===== config.mk =====
export PLATFORM = sky130hd
export DESIGN_NAME = cordic_cart_to_polar_top
export DESIGN_NICKNAME = d
export VERILOG_FILES = /design/src/cc2p_pkg.sv /design/src/cc2p_iter.sv /design/src/cc2p_gain.sv /design/src/cordic_cart_to_polar_top.sv
export SDC_FILE = /design/constraint.sdc
export NUM_CORES = 2
export LEC_CHECK = 0
export ABC_AREA = 1
export BUFFER_PORTS_ARGS = -buffer_cell sky130_fd_sc_hd__buf_4
export CAP_MARGIN = 25
export CORE_MARGIN = 4
export CORE_UTILIZATION = 45
export CTS_BUF_LIST = sky130_fd_sc_hd__clkbuf_4 sky130_fd_sc_hd__clkbuf_8
export CTS_CLUSTER_SIZE = 30
export DETAILED_ROUTE_END_ITERATION = 10
export HOLD_SLACK_MARGIN = 0.05
export PLACE_DENSITY_LB_ADDON = 0.05
export SETUP_SLACK_MARGIN = 0.5
export SYNTH_ARGS = -nofsm -noshare
export SYNTH_HDL_FRONTEND = slang
export SYNTH_SLANG_ARGS = --single-unit

===== constraint.sdc =====
create_clock -name i_clk -period 81 [get_ports i_clk]
set_input_delay 16.2 -clock i_clk [delete_from_list [all_inputs] [get_ports i_clk]]
set_output_delay 16.2 -clock i_clk [all_outputs]
set_load 0.03 [all_outputs]

===== src/cc2p_pkg.sv =====
`timescale 1ns / 1ps
`default_nettype none
// ----------------------------------------------------------------------------
// cc2p_pkg
// Shared widths, constants and types of the CORDIC Cartesian-to-polar block.
// ----------------------------------------------------------------------------
package cc2p_pkg;

    localparam int IO_W        = 16;
    localparam int FRAC_BITS   = 13;
    localparam int ITERATIONS  = 11;
    localparam int TABLE_SIZE  = 16;
    localparam int SHIFT_W     = $clog2(TABLE_SIZE);

    // datapath x/y: gain growth on a 17-bit rotated point stays below 2^18
    localparam int DP_W        = 20;
    // angle accumulator: +/-(pi/2 + sum of atan) stays well inside 17 bits
    localparam int ANG_W       = 17;
    localparam int ATAN_W      = 14;

    localparam int HALF_PI_POS = 12867;
    localparam int HALF_PI_NEG = -12868;
    localparam int GAIN_Q13    = 13489;

    // floor(x * 2^13 / GAIN) by reciprocal multiply, one-step correction
    localparam int    RECIP_SHIFT = 20;
    localparam longint RECIP      = (64'sd1 <<< (RECIP_SHIFT + FRAC_BITS)) / GAIN_Q13;
    localparam int    RECIP_W     = 21;
    localparam int    PROD_W      = DP_W + RECIP_W;
    localparam int    REM_W       = DP_W + 16;

    localparam int SAT_MAX = 32767;
    localparam int SAT_MIN = -32768;

    localparam logic [ATAN_W-1:0] ATAN_Q13 [TABLE_SIZE] = '{
        14'd6433, 14'd3798, 14'd2006, 14'd1018, 14'd511, 14'd255, 14'd127, 14'd63,
        14'd31,   14'd15,   14'd7,    14'd3,    14'd1,   14'd0,   14'd0,   14'd0
    };

    typedef struct packed {
        logic signed [DP_W-1:0]  x;
        logic signed [DP_W-1:0]  y;
        logic signed [ANG_W-1:0] th;
    } t_vec;

    typedef struct packed {
        logic signed [DP_W-1:0]  q;
        logic signed [ANG_W-1:0] th;
    } t_polar;

endpackage

`default_nettype wire


===== src/cc2p_iter.sv =====
`timescale 1ns / 1ps
`default_nettype none
// ----------------------------------------------------------------------------
// cc2p_iter
// One registered CORDIC vectoring micro-rotation; shift index is tied per stage.
// ----------------------------------------------------------------------------
module cc2p_iter (
    input  wire                          i_clk,
    input  wire                          i_rst_n,
    input  wire                          i_en,
    input  wire  [cc2p_pkg::SHIFT_W-1:0] i_shift,
    input  wire                          i_valid,
    input  cc2p_pkg::t_vec               i_vec,
    output logic                         o_valid,
    output cc2p_pkg::t_vec               o_vec
);
    import cc2p_pkg::*;

    logic signed [DP_W-1:0]  x;
    logic signed [DP_W-1:0]  y;
    logic signed [DP_W-1:0]  neg_x;
    logic signed [DP_W-1:0]  neg_y;
    logic signed [DP_W-1:0]  sx;
    logic signed [DP_W-1:0]  sy;
    logic signed [ANG_W-1:0] atan_v;
    logic                    pos;
    t_vec                    n_vec;
    logic                    r_valid;
    t_vec                    r_vec;

    always_comb begin
        x      = i_vec.x;
        y      = i_vec.y;
        neg_x  = -x;
        neg_y  = -y;
        pos    = (y > 0);
        atan_v = $signed(ANG_W'(ATAN_Q13[i_shift]));
        // true negation before the floor shift when y is positive
        sx     = pos ? (neg_x >>> i_shift) : (x >>> i_shift);
        sy     = pos ? (neg_y >>> i_shift) : (y >>> i_shift);
        n_vec.x  = x - sy;
        n_vec.y  = y + sx;
        n_vec.th = pos ? (i_vec.th + atan_v) : (i_vec.th - atan_v);
    end

    always_ff @(posedge i_clk) begin
        if (!i_rst_n) begin
            r_valid <= 1'b0;
        end else if (i_en) begin
            r_valid <= i_valid;
        end
    end

    always_ff @(posedge i_clk) begin
        if (i_en) begin
            r_vec <= n_vec;
        end
    end

    assign o_valid = r_valid;
    assign o_vec   = r_vec;

endmodule

`default_nettype wire


===== src/cc2p_gain.sv =====
`timescale 1ns / 1ps
`default_nettype none
// ----------------------------------------------------------------------------
// cc2p_gain
// Three-stage floor division of the final x by the CORDIC gain (Q13).
// ----------------------------------------------------------------------------
module cc2p_gain (
    input  wire              i_clk,
    input  wire              i_rst_n,
    input  wire              i_en,
    input  wire              i_valid,
    input  cc2p_pkg::t_vec   i_vec,
    output logic             o_valid,
    output cc2p_pkg::t_polar o_polar
);
    import cc2p_pkg::*;

    logic signed [RECIP_W-1:0] recip_c;
    logic signed [REM_W-1:0]   gain_c;
    logic signed [DP_W-1:0]    x_in;

    logic                      r_v1;
    logic signed [PROD_W-1:0]  r_prod;
    logic signed [DP_W-1:0]    r_x1;
    logic signed [ANG_W-1:0]   r_th1;

    logic signed [DP_W-1:0]    q_est;
    logic signed [REM_W-1:0]   num;
    logic signed [REM_W-1:0]   n_rem;

    logic                      r_v2;
    logic signed [DP_W-1:0]    r_q2;
    logic signed [REM_W-1:0]   r_rem;
    logic signed [ANG_W-1:0]   r_th2;

    t_polar                    n_polar;
    logic                      r_v3;
    t_polar                    r_polar;

    assign recip_c = $signed(RECIP_W'(RECIP));
    assign gain_c  = $signed(REM_W'(GAIN_Q13));
    assign x_in    = i_vec.x;

    // estimate is within one of the floor quotient in either direction
    always_comb begin
        q_est = DP_W'(r_prod >>> RECIP_SHIFT);
        num   = REM_W'(r_x1) <<< FRAC_BITS;
        n_rem = num - REM_W'(q_est) * gain_c;
    end

    always_comb begin
        n_polar.th = r_th2;
        if (r_rem < 0) begin
            n_polar.q = r_q2 - DP_W'(1);
        end else if (r_rem >= gain_c) begin
            n_polar.q = r_q2 + DP_W'(1);
        end else begin
            n_polar.q = r_q2;
        end
    end

    always_ff @(posedge i_clk) begin
        if (!i_rst_n) begin
            r_v1 <= 1'b0;
            r_v2 <= 1'b0;
            r_v3 <= 1'b0;
        end else if (i_en) begin
            r_v1 <= i_valid;
            r_v2 <= r_v1;
            r_v3 <= r_v2;
        end
    end

    always_ff @(posedge i_clk) begin
        if (i_en) begin
            r_prod  <= PROD_W'(x_in) * PROD_W'(recip_c);
            r_x1    <= x_in;
            r_th1   <= i_vec.th;
            r_q2    <= q_est;
            r_rem   <= n_rem;
            r_th2   <= r_th1;
            r_polar <= n_polar;
        end
    end

    assign o_valid = r_v3;
    assign o_polar = r_polar;

endmodule

`default_nettype wire


===== src/cordic_cart_to_polar_top.sv =====
`timescale 1ns / 1ps
`default_nettype none
// ----------------------------------------------------------------------------
// cordic_cart_to_polar_top
// Cartesian-to-polar converter: quadrant fold, unrolled CORDIC vectoring
// pipeline, gain correction and saturation, with an output skid register.
// ----------------------------------------------------------------------------
// Path: fold register, the CORDIC iteration stages, the gain stages and the output register.
// Throughput: one item per cycle while the skid is empty; the pipeline advances as a whole.
// The one-entry skid behind the output register sets o_in_ready, which is a
// register and drops only while the skid holds an item.
// Reset clears the valid bits and the skid; payload registers are not reset.
module cordic_cart_to_polar_top (
    input  wire                                i_clk,
    input  wire                                i_rst_n,
    input  wire                                i_in_valid,
    output logic                               o_in_ready,
    input  wire  signed [cc2p_pkg::IO_W-1:0]   i_x_coord,
    input  wire  signed [cc2p_pkg::IO_W-1:0]   i_y_coord,
    output logic                               o_out_valid,
    input  wire                                i_out_ready,
    output logic signed [cc2p_pkg::IO_W-1:0]   o_magnitude,
    output logic signed [cc2p_pkg::IO_W-1:0]   o_angle
);
    import cc2p_pkg::*;

    logic                     en;
    logic signed [DP_W-1:0]   ext_x;
    logic signed [DP_W-1:0]   ext_y;
    t_vec                     n_pre;
    logic                     r_pre_v;
    t_vec                     r_pre;

    logic                     w_v   [ITERATIONS+1];
    t_vec                     w_vec [ITERATIONS+1];

    logic                     g_valid;
    t_polar                   g_polar;
    logic signed [IO_W-1:0]   sat_mag;
    logic signed [IO_W-1:0]   sat_ang;

    logic                     r_out_v;
    logic signed [IO_W-1:0]   r_out_mag;
    logic signed [IO_W-1:0]   r_out_ang;
    logic                     r_skid_v;
    logic signed [IO_W-1:0]   r_skid_mag;
    logic signed [IO_W-1:0]   r_skid_ang;

    assign en         = !r_skid_v;
    assign o_in_ready = en;

    // fold left half plane into the right one, preload the turn
    always_comb begin
        ext_x = DP_W'(i_x_coord);
        ext_y = DP_W'(i_y_coord);
        if (ext_x < 0 && ext_y < 0) begin
            n_pre.x  = -ext_y;
            n_pre.y  = ext_x;
            n_pre.th = ANG_W'(HALF_PI_NEG);
        end else if (ext_x < 0) begin
            n_pre.x  = ext_y;
            n_pre.y  = -ext_x;
            n_pre.th = ANG_W'(HALF_PI_POS);
        end else begin
            n_pre.x  = ext_x;
            n_pre.y  = ext_y;
            n_pre.th = '0;
        end
    end

    always_ff @(posedge i_clk) begin
        if (!i_rst_n) begin
            r_pre_v <= 1'b0;
        end else if (en) begin
            r_pre_v <= i_in_valid;
        end
    end

    always_ff @(posedge i_clk) begin
        if (en) begin
            r_pre <= n_pre;
        end
    end

    assign w_v[0]   = r_pre_v;
    assign w_vec[0] = r_pre;

    for (genvar j = 0; j < ITERATIONS; j++) begin : g_iter
        cc2p_iter u_iter (
            .i_clk   (i_clk),
            .i_rst_n (i_rst_n),
            .i_en    (en),
            .i_shift (SHIFT_W'(j)),
            .i_valid (w_v[j]),
            .i_vec   (w_vec[j]),
            .o_valid (w_v[j+1]),
            .o_vec   (w_vec[j+1])
        );
    end

    cc2p_gain u_gain (
        .i_clk   (i_clk),
        .i_rst_n (i_rst_n),
        .i_en    (en),
        .i_valid (w_v[ITERATIONS]),
        .i_vec   (w_vec[ITERATIONS]),
        .o_valid (g_valid),
        .o_polar (g_polar)
    );

    always_comb begin
        if (g_polar.q > DP_W'(SAT_MAX)) begin
            sat_mag = IO_W'(SAT_MAX);
        end else if (g_polar.q < DP_W'(SAT_MIN)) begin
            sat_mag = IO_W'(SAT_MIN);
        end else begin
            sat_mag = IO_W'(g_polar.q);
        end
        if (g_polar.th > ANG_W'(SAT_MAX)) begin
            sat_ang = IO_W'(SAT_MAX);
        end else if (g_polar.th < ANG_W'(SAT_MIN)) begin
            sat_ang = IO_W'(SAT_MIN);
        end else begin
            sat_ang = IO_W'(g_polar.th);
        end
    end

    // output register with a one-item skid; the skid drains before the pipe moves
    always_ff @(posedge i_clk) begin
        if (!i_rst_n) begin
            r_out_v  <= 1'b0;
            r_skid_v <= 1'b0;
        end else if (r_skid_v) begin
            if (i_out_ready) begin
                r_out_v  <= 1'b1;
                r_skid_v <= 1'b0;
            end
        end else if (!r_out_v || i_out_ready) begin
            r_out_v <= g_valid;
        end else if (g_valid) begin
            r_skid_v <= 1'b1;
        end
    end

    always_ff @(posedge i_clk) begin
        if (r_skid_v) begin
            if (i_out_ready) begin
                r_out_mag <= r_skid_mag;
                r_out_ang <= r_skid_ang;
            end
        end else if (!r_out_v || i_out_ready) begin
            r_out_mag <= sat_mag;
            r_out_ang <= sat_ang;
        end else begin
            r_skid_mag <= sat_mag;
            r_skid_ang <= sat_ang;
        end
    end

    assign o_out_valid = r_out_v;
    assign o_magnitude = r_out_mag;
    assign o_angle     = r_out_ang;

    a_skid_behind_out : assert property (@(posedge i_clk) disable iff (!i_rst_n)
        r_skid_v |-> r_out_v)
        else $error("skid holds an item while the output register is empty");

    a_skid_drains : assert property (@(posedge i_clk) disable iff (!i_rst_n)
        (r_skid_v && i_out_ready) |=> (!r_skid_v && r_out_v))
        else $error("skid item not moved to the output register");

    a_mag_nonneg : assert property (@(posedge i_clk) disable iff (!i_rst_n)
        r_out_v |-> !r_out_mag[IO_W-1])
        else $error("negative magnitude");

    a_angle_range : assert property (@(posedge i_clk) disable iff (!i_rst_n)
        r_out_v |-> (r_out_ang <= 16'sd27200 && r_out_ang >= -16'sd27200))
        else $error("angle outside the reachable range");

endmodule

`default_nettype wire


### Word level (Yosys, flattened, before mapping)

Cells that the tools add are included.

* bits in registers: 931
* word-level logic and storage cells: 217

* add/sub/neg operators: 69
* multiply operators: 2
* order comparisons: 19
* equal/unequal tests: 1
* muxes and demuxes: 53
* bitwise gates (word level): 2
* reduce and logical (&&, ||, !) cells: 7

Operators with widths (number)
* $mux 20: 23
* $neg 20->20: 21
* $gt 20x1->1 const B: 11
* $sub 20x20->20: 11
* $add 20x20->20: 10
* $mux 17: 11
* $mux 16: 10
* $mux 57: 2
* $neg 16->20: 2
* $mul 20x20->39 const B: 1
* $ge 36x15->1 const B: 1
* $lt 36x1->1 const B: 1
* $sub 33x35->36: 1
* $mul 20x15->35 const B: 1
* $lt 16x1->1 const B: 2
* $add 20x2->20 const B: 1
* $gt 20x16->1 const B: 1
* $lt 20x16->1 const B: 1
* $sub 20x2->20 const B: 1
* $add 17x10->17 const B: 1
* $add 17x11->17 const B: 1
* $add 17x12->17 const B: 1
* $add 17x13->17 const B: 1
* $add 17x14->17 const B: 1
* 27 further kinds: 36

### Logic depth before layout (Yosys ltp)

* depth after elaboration: 5
* gate-level depth with buffers: 27

### By module

A second synthesis with hierarchy kept.

* cell total of the unflattened synthesis: 16062
* area total of the unflattened synthesis: 112601.7 um^2

By module, submodules not included
* cc2p_iter at g_iter[10].u_iter ...: times used 3, cells an instance 1203, area each 7742.4 um^2, seq. area each 1731.7 um^2
* cc2p_gain: times used 1, cells an instance 2276, area each 21863.5 um^2, seq. area each 5044.8 um^2
* cc2p_iter at g_iter[2].u_iter ...: times used 2, cells an instance 1199, area each 7738.7 um^2, seq. area each 1731.7 um^2
* cc2p_iter at g_iter[6].u_iter ...: times used 2, cells an instance 1206, area each 7729.9 um^2, seq. area each 1731.7 um^2
* cc2p_iter at g_iter[5].u_iter: times used 1, cells an instance 1207, area each 7837.5 um^2, seq. area each 1731.7 um^2
* cc2p_iter at g_iter[8].u_iter: times used 1, cells an instance 1196, area each 7763.7 um^2, seq. area each 1731.7 um^2
* cc2p_iter at g_iter[9].u_iter: times used 1, cells an instance 1206, area each 7744.9 um^2, seq. area each 1731.7 um^2
* cc2p_iter at g_iter[0].u_iter: times used 1, cells an instance 1190, area each 7677.4 um^2, seq. area each 1731.7 um^2
* cordic_cart_to_polar_top: times used 1, cells an instance 568, area each 5550.3 um^2, seq. area each 3243.1 um^2

### Worst setup path before layout

OpenSTA, ideal clock, no wires.

* path kind: register to output
* start: register r_skid_v
* end: output o_in_ready
* arrival time: 22.710 ns
* data required time: 64.800 ns
* path slack: 42.090 ns
* cell stages (with the launch flop): 3
* buffers on the path: 1
* path through: dfxtp_1 > clkinv_1 > clkbuf_1

* longest elaborated chain between the ends: 1

Ends and longest elaborated chain
* start: declaration: line cordic_cart_to_polar_top.sv:45 `logic r_skid_v;`
* start signal: assignment: line cordic_cart_to_polar_top.sv:132 `r_skid_v <= 1'b0;`
* start signal: assignment: line cordic_cart_to_polar_top.sv:136 `r_skid_v <= 1'b0;`
* start signal: assignment: line cordic_cart_to_polar_top.sv:141 `r_skid_v <= 1'b1;`
* $logic_not 1->1: line cordic_cart_to_polar_top.sv:49 `assign en = !r_skid_v;`
* end: declaration: line cordic_cart_to_polar_top.sv:17 `output logic o_in_ready,`

Every way passes these cells.

### Worst setup path after layout

Ends and elaborated chain as after synthesis.

==> flow_summary.toml <==
[grt]
met3_usage = 0.0332
antenna_found_initial = 6
use_met1 = 0.349
met2_usage = 0.398
grt_usage = 0.246
grt_pass1_wl_mm = 372
grt_max_degree = 166
grt_pass1_vias = 66500
busiest_layer = "met2"
gr-total-overflow = 0

[placement]
place.gp.congestion = 0.909
dp_hpwl_mm = 190
io_buffers = 69

[worst_setup_path]
critical-path-top-delay-family = "buffers and inverters"
path_max_fanout = 67
cp_slowest_cell = "inv_8"
cp_data_required_time_ns = 64.80
worst_path_largest_cell_delay_ns = 0.46
path_class = "flop to primary output"
critical_path.most_common_cell = "buf_4"
crit_chain = "buf_4 -> inv_8 -> buf_4"
start_kind = "flop"
r2r_start = "g_iter[10].u_iter.o_vec[47]$_DFFE_PN_"
cp-startpoint = "r_skid_v$_SDFF_PN0_"
path_buf_inv = 3
cp.arrival_ns = 2.42
crit_path_end_kind = "primary output"

[sta]
grt_setup_unrepaired = "no"
hold_violations = 0
finalSetupViolCount = 0
post-route-period-util = 0.230
tightest_slew_ns = 1.05
fmax_ghz = 0.0537
report.final.slew_viol_count = 0
final.setup.tns_ns = 0
fin_crit_ns = 18.62
relSlewSlack = 0.302
skew_ns = 0.0528

[status]
status = "complete, no violations"

[finish]
layout_common_cells = "1946 x nand2_1, 1445 x inv_1, 981 x nor2_1"
syn_to_final_growth_pct = 8.57
final_common_cell = "nand2_1"
nNetsFinal = 11300
drive_above_1_share = 0.0442

[route]
dr.pass1.iters = 8
drt-total-wl_mm = 234
wl_per_cell_um = 18.6
route.detailed.drc = 0
ant_nets = 0
viasPerCell = 5.31
drtIter0Drc = 4618
num_vias = 66700

[synthesis]
ys.flop_type = "edfxtp_1"
synth_cell_types = 60
synth_warnings = 0
netlist_instances = 9838
ys_ff_latch = 894
ys_seq_area_frac = 0.324
async_flop_share = 0
avgSynthCellArea_sq_um = 8.36
synth_edf_count = 877
netlist_area_sq_um = 82300

[floorplan]
num_rows = 156
die-area_sq_um = 190000
core_area_sq_um = 181000
initial_utilization = 0.454
ios = 70
die_x_um = 436
die_h_um = 436

[clock_tree]
cts_resized = 0
clock_path_buffers = 3
htreeDepth = 4
cts_buffers = 170
clock_sinks = 894
hold_buffers = 0
clock_latency_ns = 0.95
cts_tree = "done"
clk_pin_slew_ns = 0.06
post_cts_buffers = 0
root_buffer = "clkbuf_8"

[hold_path]
hp-class = "flop to flop"
worstHoldStart = "u_gain.r_th1[6]$_DFFE_PN_"

[flow_run]
drv_cap = 0
==> cell usage after synthesis, types with 8 or more instances <==
library cell  count  area share
nand2_1        1946       0.089
inv_1          1445       0.066
nor2_1          982       0.045
ha_1            905        0.14
edfxtp_1        877        0.32
a21oi_1         687       0.042
xor2_1          599       0.064
nand3_1         563       0.034
o21ai_0         413       0.025
fa_1            332       0.081
xnor2_1         226       0.024
nand4_1         130      0.0099
nor3_1           98      0.0060
a21o_1           88      0.0080
a31oi_1          71      0.0054
a21boi_0         67      0.0061
o21bai_1         63      0.0057
a211oi_1         33      0.0030
clkbuf_1         31      0.0014
nor4_1           23      0.0017
nand3b_1         21      0.0019
nor2_2           18      0.0014
o221ai_1         18      0.0019
and2_1           17      0.0013
dfxtp_1          17      0.0041
o21ai_1          17      0.0010
buf_2            16     0.00097
o31ai_1          13      0.0012
o211ai_1         11      0.0010
inv_2             9     0.00041
o21ai_2           9     0.00096
buf_6             8      0.0011
nand3_2           8     0.00097
o21a_1            8     0.00073
==> metal layers <==
metal,vias up,share of wire
li1,33300,-
met1,31500,0.48
met2,1569,0.45
met3,300,0.049
met4,2,0.023
met5,-,0.000055
==> per-stage QoR <==
stage	worst slack, ns	utilization	hold slack [ns]	cell area [sq um]	instances
5_1_grt	62.19	0.493	0.418	89300	12600
2_1_floorplan	42.09	-	0.400	82300	9841
6_report	62.38	0.493	0.415	89300	12600
3_3_place_gp	62.63	0.473	0.400	85700	12200
3_5_place_dp	62.69	0.473	0.405	85700	12300
4_1_cts	62.27	0.492	0.415	89300	12600
==> area by class of cell <==
| class | count | area [sq um] |
|---|---|---|
| Fill cell | 17700 | 92000 |
| Multi-Input combinational cell | 7428 | 49800 |
| Sequential cell | 894 | 26700 |
| Inverter | 1457 | 5480 |
| Tap cell | 2370 | 2970 |
| Clock buffer | 205 | 2610 |
| Clock inverter | 107 | 926 |
| Timing Repair Buffer | 103 | 831 |
| Antenna cell | 8 | 20.0 |
==> worst reg2reg max path: cells and delay by family (launching register included) <==
kind	cells	cell delay (ns)
fa+ha+maj	8	4.02
buf+inv	4	0.31
compound gates	3	0.76
simple gates	5	0.41
flops	1	0.69
==> flip-flops by register name, indices dropped and copies added (netlist names), 11 cells and up <==
name	cells
u_gain.r_prod	20
r_skid_mag	16
u_gain.r_th2	17
u_gain.r_th1	17
u_gain.o_polar	37
r_skid_ang	16
o_magnitude	16
o_angle	16
g_iter.u_iter.o_valid	11
u_gain.r_q2	20
r_pre	42
u_gain.r_x1	20
g_iter.u_iter.o_vec	605
u_gain.r_rem	35
==> logic make-up after synthesis <==
family | Yosys count | share of synthesized area
simple gates | 3841 | 0.194
flops | 894 | 0.324
compound gates | 1519 | 0.105
buf+inv | 1519 | 0.0706
xor+xnor | 826 | 0.0880
mux | 1 | 0.000122
other cells | 1 | 0.0000456
fa+ha+maj | 1237 | 0.218
==> final timing paths <==
check | end | slack, ns | cells past startpoint
worst min register to register | u_gain.r_th2[6]$_DFFE_PN_ | 0.42 | 0
worst min-delay path | u_gain.r_th2[6]$_DFFE_PN_ | 0.42 | 0
worst max-delay path | o_in_ready | 62.38 | 3
worst max register to register | u_gain.r_prod[31]$_DFFE_PN_ | 74.55 | 20
Power is left out: the tool's default activity adds up to more than one toggle a clock period on the data nets, which glitch-free logic cannot reach.
